File: config.mk
export PLATFORM = sky130hd
export DESIGN_NAME = priority_event_queue
export DESIGN_NICKNAME = d
export VERILOG_FILES = /design/src/hw/rtl/peq_pkg.sv /design/src/hw/rtl/peq_store.sv /design/src/hw/rtl/peq_cmp.sv /design/src/hw/rtl/priority_event_queue.sv
export SDC_FILE = /design/constraint.sdc
export NUM_CORES = 1
export LEC_CHECK = 0
export BUFFER_PORTS_ARGS = -buffer_cell sky130_fd_sc_hd__buf_4
export CORE_MARGIN = 8
export CORE_UTILIZATION = 24
export DETAILED_ROUTE_END_ITERATION = 8
export HOLD_SLACK_MARGIN = 0.02
export PLACE_DENSITY_LB_ADDON = 0.15
export SLEW_MARGIN = 30
export SYNTH_ARGS = -nofsm -noshare
export SYNTH_HDL_FRONTEND = slang
export SYNTH_HIERARCHICAL = 1
export SYNTH_SLANG_ARGS = --single-unit
File: constraint.sdc
create_clock -name aclk -period 7.5 [get_ports aclk]
set_input_delay 0.75 -clock aclk [delete_from_list [all_inputs] [get_ports aclk]]
set_output_delay 0.75 -clock aclk [all_outputs]
set_load 0.005 [all_outputs]
File: src/hw/rtl/peq_pkg.sv
// ----------------------------------------------------------------------------
// peq_pkg
// Shared types and constants of the priority event queue: the entry layout,
// request kinds, result status codes, sequencer states and compare flags.
// ----------------------------------------------------------------------------
package peq_pkg;

    localparam int QUEUE_DEPTH = 16;
    localparam int SOURCE_BITS = 16;

    localparam int IDX_W = $clog2(QUEUE_DEPTH);
    localparam int CNT_W = $clog2(QUEUE_DEPTH + 1);

    // Source field is carried at the fixed port width; keep only the low
    // SOURCE_BITS.
    localparam logic [15:0] SRC_KEEP =
        (SOURCE_BITS >= 16) ? 16'hFFFF : 16'((32'd1 << SOURCE_BITS) - 32'd1);

    typedef enum logic [1:0] {
        KIND_INSERT = 2'd0,
        KIND_FIND   = 2'd1,
        KIND_REMOVE = 2'd2,
        KIND_CLEAR  = 2'd3
    } kind_t;

    typedef enum logic [1:0] {
        STAT_OK        = 2'd0,
        STAT_FULL      = 2'd1,
        STAT_NOT_FOUND = 2'd2
    } status_t;

    typedef enum logic [2:0] {
        ST_IDLE,
        ST_READ,
        ST_EVAL,
        ST_PLACE,
        ST_DONE
    } state_t;

    typedef struct packed {
        logic [7:0]  code;
        logic [3:0]  priority_lvl;
        logic [15:0] source;
        logic [7:0]  handle;
    } entry_t;

    typedef struct packed {
        logic pri_ge;
        logic hnd_eq;
        logic src_hit;
    } cmp_flags_t;

endpackage

File: src/hw/rtl/peq_store.sv
// ----------------------------------------------------------------------------
// peq_store
// Entry memory of the queue: one write port, one read port with registered
// read data.
// ----------------------------------------------------------------------------
module peq_store
    import peq_pkg::*;
(
    input  logic             aclk,
    input  logic             wr_en,
    input  logic [IDX_W-1:0] wr_addr,
    input  entry_t           wr_data,
    input  logic [IDX_W-1:0] rd_addr,
    output entry_t           rd_data
);

    entry_t mem [QUEUE_DEPTH];
    entry_t rd_data_reg;

    always_ff @(posedge aclk) begin
        if (wr_en) begin
            mem[wr_addr] <= wr_data;
        end
        rd_data_reg <= mem[rd_addr];
    end

    assign rd_data = rd_data_reg;

endmodule

File: src/hw/rtl/peq_cmp.sv
// ----------------------------------------------------------------------------
// peq_cmp
// Shared compare unit: checks one stored entry against the pending request
// for priority order, handle match and source overlap.
// ----------------------------------------------------------------------------
module peq_cmp
    import peq_pkg::*;
(
    input  entry_t      entry,
    input  logic [3:0]  req_priority,
    input  logic [7:0]  req_handle,
    input  logic [15:0] req_mask,
    output cmp_flags_t  flags
);

    always_comb begin
        flags.pri_ge  = (entry.priority_lvl >= req_priority);
        flags.hnd_eq  = (entry.handle == req_handle);
        flags.src_hit = ((entry.source & req_mask) != 16'd0);
    end

endmodule

File: src/hw/rtl/priority_event_queue.sv
// ----------------------------------------------------------------------------
// priority_event_queue
// Priority-ordered event store with insert, find by source, remove by handle
// and clear. A sequencer walks the entry memory one entry at a time
// through a single compare unit.
// ----------------------------------------------------------------------------
// Clear and a refused insert go straight to the result state; insert compares
// entries walking down, find and remove read at most occupancy entries.
// One request in flight: a memory read plus a compare per entry step; an
// untaken result word holds the last step.
// Reset (aresetn low, synchronous) empties the queue and drops any pending
// result; memory contents are not cleared, only occupancy.
module priority_event_queue
    import peq_pkg::*;
(
    input  logic        aclk,
    input  logic        aresetn,
    input  logic        s_tvalid,
    output logic        s_tready,
    // [7:0] handle, [23:8] source_bits, [27:24] priority_req,
    // [35:28] event_code, [51:36] match_mask, [55:52] zero
    input  logic [55:0] s_tdata,
    // [1:0] kind
    input  logic [1:0]  s_tuser,
    output logic        m_tvalid,
    input  logic        m_tready,
    // [7:0] found_handle, [23:8] found_source, [27:24] found_priority,
    // [35:28] found_code, [40:36] occupancy, [47:41] zero
    output logic [47:0] m_tdata,
    // [1:0] status
    output logic [1:0]  m_tuser
);

    state_t      state_reg, state_next;
    logic [CNT_W-1:0] cnt_reg, cnt_next;
    logic [CNT_W-1:0] idx_reg, idx_next;
    kind_t       kind_reg, kind_next;
    entry_t      req_reg, req_next;
    logic [15:0] mask_reg, mask_next;
    logic        found_reg, found_next;
    status_t     stat_reg, stat_next;
    entry_t      hit_reg, hit_next;

    logic        out_valid_reg, out_valid_next;
    logic [47:0] out_data_reg, out_data_next;
    logic [1:0]  out_user_reg, out_user_next;

    logic             wr_en;
    logic [IDX_W-1:0] wr_addr;
    entry_t           wr_data;
    logic [IDX_W-1:0] rd_addr;
    entry_t           rd_data;
    cmp_flags_t       flags;

    logic             accept;
    logic             out_free;
    kind_t            in_kind;
    logic [CNT_W-1:0] idx_inc;
    logic [CNT_W-1:0] idx_dec;

    peq_store u_store (
        .aclk    (aclk),
        .wr_en   (wr_en),
        .wr_addr (wr_addr),
        .wr_data (wr_data),
        .rd_addr (rd_addr),
        .rd_data (rd_data)
    );

    peq_cmp u_cmp (
        .entry        (rd_data),
        .req_priority (req_reg.priority_lvl),
        .req_handle   (req_reg.handle),
        .req_mask     (mask_reg),
        .flags        (flags)
    );

    assign s_tready = (state_reg == ST_IDLE);
    assign accept   = s_tvalid && s_tready;
    assign out_free = !out_valid_reg || m_tready;
    assign in_kind  = kind_t'(s_tuser);
    assign idx_inc  = idx_reg + CNT_W'(1);
    assign idx_dec  = idx_reg - CNT_W'(1);

    // Insert walks downward from the top, reading the entry below the hole.
    assign rd_addr = (kind_reg == KIND_INSERT) ? idx_dec[IDX_W-1:0] : idx_reg[IDX_W-1:0];

    // Next state
    always_comb begin
        state_next = state_reg;
        case (state_reg)
            ST_IDLE: begin
                if (accept) begin
                    case (in_kind)
                        KIND_INSERT: begin
                            if (cnt_reg == CNT_W'(QUEUE_DEPTH)) begin
                                state_next = ST_DONE;
                            end else if (cnt_reg == '0) begin
                                state_next = ST_PLACE;
                            end else begin
                                state_next = ST_READ;
                            end
                        end
                        KIND_FIND, KIND_REMOVE: begin
                            state_next = (cnt_reg == '0) ? ST_DONE : ST_READ;
                        end
                        default: state_next = ST_DONE;
                    endcase
                end
            end
            ST_READ: state_next = ST_EVAL;
            ST_EVAL: begin
                case (kind_reg)
                    KIND_INSERT: begin
                        if (flags.pri_ge || idx_dec == '0) begin
                            state_next = ST_PLACE;
                        end else begin
                            state_next = ST_READ;
                        end
                    end
                    KIND_FIND: begin
                        if (flags.src_hit || idx_inc == cnt_reg) begin
                            state_next = ST_DONE;
                        end else begin
                            state_next = ST_READ;
                        end
                    end
                    default: begin
                        state_next = (idx_inc == cnt_reg) ? ST_DONE : ST_READ;
                    end
                endcase
            end
            ST_PLACE: state_next = ST_DONE;
            ST_DONE: begin
                if (out_free) begin
                    state_next = ST_IDLE;
                end
            end
            default: state_next = ST_IDLE;
        endcase
    end

    // Datapath and memory control
    always_comb begin
        cnt_next       = cnt_reg;
        idx_next       = idx_reg;
        kind_next      = kind_reg;
        req_next       = req_reg;
        mask_next      = mask_reg;
        found_next     = found_reg;
        stat_next      = stat_reg;
        hit_next       = hit_reg;
        out_valid_next = out_valid_reg;
        out_data_next  = out_data_reg;
        out_user_next  = out_user_reg;
        wr_en          = 1'b0;
        wr_addr        = idx_reg[IDX_W-1:0];
        wr_data        = rd_data;

        if (out_valid_reg && m_tready) begin
            out_valid_next = 1'b0;
        end

        case (state_reg)
            ST_IDLE: begin
                if (accept) begin
                    kind_next            = in_kind;
                    req_next.handle      = s_tdata[7:0];
                    req_next.source      = s_tdata[23:8] & SRC_KEEP;
                    req_next.priority_lvl = s_tdata[27:24];
                    req_next.code        = s_tdata[35:28];
                    mask_next            = s_tdata[51:36] & SRC_KEEP;
                    found_next           = 1'b0;
                    hit_next             = '0;
                    stat_next            = STAT_OK;
                    case (in_kind)
                        KIND_INSERT: begin
                            idx_next = cnt_reg;
                            if (cnt_reg == CNT_W'(QUEUE_DEPTH)) begin
                                stat_next = STAT_FULL;
                            end
                        end
                        KIND_FIND, KIND_REMOVE: begin
                            idx_next = '0;
                            if (cnt_reg == '0) begin
                                stat_next = STAT_NOT_FOUND;
                            end
                        end
                        default: cnt_next = '0;
                    endcase
                end
            end
            ST_EVAL: begin
                case (kind_reg)
                    KIND_INSERT: begin
                        // Move the lower-priority entry up into the hole.
                        if (!flags.pri_ge) begin
                            wr_en    = 1'b1;
                            wr_data  = rd_data;
                            idx_next = idx_dec;
                        end
                    end
                    KIND_FIND: begin
                        if (flags.src_hit) begin
                            hit_next = rd_data;
                        end else begin
                            idx_next = idx_inc;
                            if (idx_inc == cnt_reg) begin
                                stat_next = STAT_NOT_FOUND;
                            end
                        end
                    end
                    default: begin
                        // Past the removed entry, shift each one down a slot.
                        if (found_reg) begin
                            wr_en   = 1'b1;
                            wr_addr = idx_dec[IDX_W-1:0];
                            wr_data = rd_data;
                        end else if (flags.hnd_eq) begin
                            found_next = 1'b1;
                        end
                        idx_next = idx_inc;
                        if (idx_inc == cnt_reg) begin
                            if (found_reg || flags.hnd_eq) begin
                                cnt_next = cnt_reg - CNT_W'(1);
                            end else begin
                                stat_next = STAT_NOT_FOUND;
                            end
                        end
                    end
                endcase
            end
            ST_PLACE: begin
                wr_en    = 1'b1;
                wr_data  = req_reg;
                cnt_next = cnt_reg + CNT_W'(1);
            end
            ST_DONE: begin
                if (out_free) begin
                    out_valid_next = 1'b1;
                    out_user_next  = stat_reg;
                    out_data_next  = {7'd0, 5'(cnt_reg), hit_reg.code,
                                      hit_reg.priority_lvl, hit_reg.source,
                                      hit_reg.handle};
                end
            end
            default: ;
        endcase
    end

    always_ff @(posedge aclk) begin
        if (!aresetn) begin
            state_reg     <= ST_IDLE;
            cnt_reg       <= '0;
            out_valid_reg <= 1'b0;
        end else begin
            state_reg     <= state_next;
            cnt_reg       <= cnt_next;
            out_valid_reg <= out_valid_next;
        end
    end

    always_ff @(posedge aclk) begin
        idx_reg      <= idx_next;
        kind_reg     <= kind_next;
        req_reg      <= req_next;
        mask_reg     <= mask_next;
        found_reg    <= found_next;
        stat_reg     <= stat_next;
        hit_reg      <= hit_next;
        out_data_reg <= out_data_next;
        out_user_reg <= out_user_next;
    end

    assign m_tvalid = out_valid_reg;
    assign m_tdata  = out_data_reg;
    assign m_tuser  = out_user_reg;

endmodule
* Word-level counts from Yosys, hierarchy flattened
Memories as Yosys holds them, arrays and structs flattened. A register that Yosys moved wholly into a read port is not among the register bits.
Cells that the tools add are included.
** Storage, ports and cells
- Flip-flop bits (word level) :: 150
- Output and inout bits :: 52
- Input port bits :: 62
- Logic and storage cells :: 130
- Bits in writable memories :: 576
- Memories kept :: 1
** Operators by class
- Bitwise operators :: 1
- Equal/unequal tests :: 23
- Add/sub/neg operators :: 4
- Order comparisons :: 1
- Multiplexer cells :: 56
- Reductions and logical operators :: 26
** Memories
- u_store.mem :: depth 16, width 36, read ports 1, clocked after Yosys merged registers in 1, write ports 1, line peq_store.sv:17 : entry_t mem [QUEUE_DEPTH];
** Operator list (number)
- 2-to-1 mux 36 bit :: 4
- one-hot mux 36 bit (2 select lines) :: 1
- 2-to-1 mux 5 bit :: 8
- one-hot mux 5 bit (2 select lines) :: 3
- 2-to-1 mux 3 bit :: 6
- AND 16 bit :: 1
- 2-to-1 mux 2 bit :: 8
- 2-to-1 mux 4 bit :: 4
- inequality test 2 bit (second input constant) :: 8
- nonzero test 16 bit :: 1
- one-hot mux 3 bit (5 select lines) :: 1
- one-hot mux 5 bit (3 select lines) :: 1
- 2-to-1 mux 1 bit :: 12
- one-hot mux 2 bit (2 select lines) :: 3
- one-hot mux 3 bit (2 select lines) :: 2
- AND reduction 6 bit :: 2
- adder 5 x 1 -> 5 bit (second input constant) :: 2
- logical NOT 5 bit :: 2
- subtractor 5 x 1 -> 5 bit (second input constant) :: 2
- inequality test 3 bit (second input constant) :: 3
- == test 8 bit :: 1
- == test 3 x 2 -> 1 bit (second input constant) :: 2
- one-hot mux 1 bit (2 select lines) :: 3
- AND reduction 2 bit :: 3
- 21 further kinds :: 28

* Depth between registers and ports, before layout
- Depth in word-level cells :: 6
- Gate-level depth with buffers :: 11
- Gate-level depth less buffers :: 9

* Cells and area by module
The synthesis kept the hierarchy.
** By module, submodules not included
- peq_store :: seq. area each 18017.3 um^2, area an instance 22318.9 um^2, times used 1, cells an instance 938
- priority_event_queue :: seq. area each 4414.2 um^2, area an instance 6259.8 um^2, times used 1, cells an instance 409
- peq_cmp :: seq. area each 0.0 um^2, area an instance 277.8 um^2, times used 1, cells an instance 33

* Worst setup path before layout
Ideal clock, no wire load.
- Path type :: reg-to-reg
- Start :: reg state_reg[0]
- End :: mem u_store/mem[0][0] (netlist name) (enable)
- Period minus slack after synthesis :: 4840 ps
- Path buffers :: 2
- Setup time :: 474 ps
- Cell stages (with the launch flop) :: 9
- Required time :: 7026 ps
- Slack :: 2660 ps
- Arrival time :: 4366 ps
- Cell sequence :: dfxtp_1 -> clkbuf_1 -> nor2_1 -> and2_1 -> clkbuf_1 -> nand4_1 -> xnor2_1 -> or3b_2 -> nor3_1
** Between the ends
- Elaborated cells between the ends (all ways) :: 6
- Classes of those cells :: eq/ne: 2; mux: 4
** RTL lines
- start, declared :: line priority_event_queue.sv:34 : state_t state_reg, state_next;
- start signal, assigned :: line priority_event_queue.sv:257 : state_reg <= state_next;
- == test 3 x 2 -> 1 bit :: line priority_event_queue.sv:164 : case (state_reg)
- 2-to-1 mux 4 bit :: line priority_event_queue.sv:164
- via wr_addr[2] :: line priority_event_queue.sv:49 : logic [IDX_W-1:0] wr_addr;
- end, declared :: line peq_store.sv:17
The timed path passes the listed nets, and every way through them passes these cells.

* Worst setup path after layout
- Start :: reg state_reg[0]
- End :: mem u_store/mem[11][27] (netlist name) (enable)
Same word-level chain as after synthesis.

==> flow_metrics.env <==
export IMPL_status="finished, final reports clean"
export IMPL_setup_violations=0
export IMPL_first_global_vias=14900
export IMPL_clock_path_buffers=3
export IMPL_r2r_start="state_reg[0]"
export IMPL_critPathMaxFanout=42
export IMPL_firstDrtPassIters=5
export IMPL_fin_crit_ns=4.87
export IMPL_cts_htree_levels=3
export IMPL_wl_per_cell_um=23.0
export IMPL_area_growth_pct=19.9
export IMPL_design_power_total_mw=10.6
export IMPL_vdd_ir_drop_worst_mv=0.154
export IMPL_switching_power_mw=2.55
export IMPL_worstPathRequired_ns=7.77
export IMPL_r2r_slack_ns=2.63
export IMPL_grt_busiest_layer="met2"
export IMPL_cts_resized_gates=0
export IMPL_power_leakage_nw=11.2
export IMPL_io_pins=114
export IMPL_yosys_warnings=6
export IMPL_regMostFlops="u_store/mem"
export IMPL_power_density_nw_per_um2=305
export IMPL_gp_congestion=0.691
export IMPL_nets=1614
export IMPL_dpl_cell_area_sq_um=31700
export IMPL_ys_types=57
export IMPL_die_w_um=363
export IMPL_syn_cell_area_sq_um=28900
export IMPL_final_hold_viol_count=0
export IMPL_drive_gt1_share_pct=29.2
export IMPL_hold_buffers=0
export IMPL_fin_setup_tns_ns=0
export IMPL_numCtsBuffers=89
export IMPL_chipHeight_um=363
export IMPL_endpoint_kind="flop"
export IMPL_path_clk_slew_ns=0.06
export IMPL_rsz0062_at_grt="no"
export IMPL_worst_pin_slew_ns=0.943
export IMPL_placementRows=127
export IMPL_ant_nets=0
export IMPL_timing_slew_headroom_pct=36.4
export IMPL_start_util_pct=24.1
export IMPL_largest_reg_flops=576
export IMPL_antenna_found_initial=6
export IMPL_portBuffers=102
export IMPL_hold_ws_ns=0.295
export IMPL_synth_edff_count=717
export IMPL_place_hpwl_mm=41.7
export IMPL_cts_setup_buffers=0
export IMPL_fin_skew_ns=0.0188
export IMPL_synth_cells=1380
export IMPL_clkPwrFrac_pct=39.5
export IMPL_drc=0
export IMPL_timing_final_crit_share_pct=65.0
export IMPL_cp_start_kind="flop"
export IMPL_maxCapViolations=0
export IMPL_final_common_cell="edfxtp_1"
export IMPL_ys_seq_elements=762
export IMPL_cts_root_buffer="clkbuf_16"
export IMPL_clk_latency_ns=0.63
export IMPL_syn_area_per_cell_sq_um=20.9
export IMPL_vias_per_cell=4.26
export IMPL_use_met3_pct=1.88
export IMPL_async_reset_ff_share_pct=0
export IMPL_die_area_sq_um=132000
export IMPL_drt_total_wl_mm=74.2
export IMPL_layout_common_cells="edfxtp_1 (717), mux4_2 (144), buf_4 (131), clkbuf_16 (91), a22oi_1 (72)"
export IMPL_core_sq_um=120000
export IMPL_finalInstanceArea_sq_um=34600
export IMPL_met2_usage_pct=18.5
export IMPL_track_usage_pct=11.1
export IMPL_endpoint="u_store/mem[11][27]"
export IMPL_hold_class="in2reg"
export IMPL_slew_violations=0
export IMPL_switching_share_pct=24.1
export IMPL_utilization_pct=28.9
export IMPL_worst_setup_path_type="reg2reg"
export IMPL_p_int_mw=8.01
export IMPL_comb_power_share_pct=11.1
export IMPL_cp_data_arrival_time_ns=5.14
export IMPL_max_freq_mhz=205
export IMPL_synth_ff_type="edfxtp_1"
export IMPL_grt_pass1_wl_mm=107
export IMPL_r2r_cells=8
export IMPL_grt_ovfl_total=0
export IMPL_met1_usage_pct=15.0
export IMPL_clock_sinks=762
export IMPL_grt_max_degree=77
export IMPL_reg2reg_to="u_store/mem[11][27]"
export IMPL_cts_tree="yes"
export IMPL_seq_area_frac_synth_pct=77.7
export IMPL_drt_iter0_drc=1001
export IMPL_via_count=13800
export IMPL_p_seq_share_pct=49.4
export IMPL_fillers=11700
export IMPL_timing_critical_path_from="state_reg[0]"
==> routing by layer <==
layer	up-vias	part of all wire, %
li1	6004	-
met1	7313	45
met2	335	48
met3	104	4.7
met4	0	2.1
met5	-	0
==> cell type report <==
cell class | instances | area, sq um | area share (%)
flip-flops and latches | 762 | 22400 | 64.8
diodes | 5 | 12.5 | 0.0362
repair buffers | 137 | 1090 | 3.16
well taps | 1612 | 2020 | 5.83
inverters | 16 | 60.1 | 0.174
clock buffers | 135 | 2600 | 7.52
multi-input cells | 531 | 6140 | 17.7
clock inverters | 31 | 248 | 0.716
==> metrics by stage <==
stage | setup WS, ns | cells
2_1_floorplan | 2.66 | 1386
3_3_place_gp | 2.59 | 3056
3_5_place_dp | 2.52 | 3058
4_1_cts | 2.51 | 3224
5_1_grt | 2.24 | 3224
6_report | 2.63 | 3229
==> logic make-up after synthesis <==
group | Yosys count | share of synthesized area (%)
DFF | 762 | 77.7
buffers and inverters | 93 | 1.66
AOI/OAI and AO/OA | 122 | 3.16
and+or+nand+nor | 174 | 3.08
adders and majority gates | 15 | 0.676
other | 1 | 0.0130
xor gates and xnor gates | 27 | 0.820
muxes | 186 | 12.9
==> worst min path at each step <==
stage,start,endpoint,slack (ns),cells past startpoint
after floorplan,hit_reg[0],m_tdata[0],0.40,0
after global placement,hit_reg[22],m_tdata[22],0.41,0
after detailed placement,hit_reg[34],m_tdata[34],0.41,0
after CTS,s_tdata[34],req_reg[34],0.23,1
after global routing,s_tdata[34],req_reg[34],0.25,1
final,s_tdata[9],req_reg[9],0.29,1
==> cells in the mapped netlist, types with 5 or more instances <==
| library cell | n | area share [%] |
|---|---|---|
| mux2_1 | 11 | 0.43 |
| nand3b_1 | 6 | 0.16 |
| ha_1 | 14 | 0.61 |
| buf_2 | 21 | 0.36 |
| buf_4 | 10 | 0.26 |
| a22oi_1 | 72 | 1.9 |
| buf_6 | 9 | 0.35 |
| inv_1 | 15 | 0.20 |
| nand2b_1 | 6 | 0.13 |
| nor2b_1 | 5 | 0.11 |
| edfxtp_1 | 717 | 75 |
| and3_1 | 40 | 0.87 |
| mux2_2 | 25 | 0.98 |
| xnor2_1 | 21 | 0.64 |
| mux4_2 | 144 | 11 |
| nand2_1 | 56 | 0.73 |
| nor3_1 | 10 | 0.17 |
| and2_1 | 6 | 0.13 |
| dfxtp_1 | 45 | 3.1 |
| a21oi_1 | 5 | 0.087 |
| nor2_1 | 25 | 0.33 |
| mux2i_1 | 6 | 0.21 |
| o21ai_0 | 10 | 0.17 |
| clkbuf_1 | 34 | 0.44 |
| xor2_1 | 6 | 0.18 |
==> power groups by stage <==
| stage | sequential, mW | clock [mW] | combinational [mW] |
|---|---|---|---|
| after detailed placement | 5.31 | 0 | 1.21 |
| final | 5.22 | 4.17 | 1.17 |
| after floorplan | 5.21 | 0 | 0.797 |
| after global placement | 5.31 | 0 | 1.18 |
| after global routing | 5.23 | 4.48 | 1.30 |
| after CTS | 5.22 | 4.33 | 1.21 |
==> critical path, cell delays in order (launching register included) <==
cell and delay (ns):
dfxtp_1 0.42, nor2_4 0.11, buf_4 0.54, and2_1 0.51, nand3_1 0.28, o21ai_0 0.81, nand2_1 0.49, nor2_4 0.79
buf_4 0.54
No activity file was read; power rests on OpenSTA's default activity.
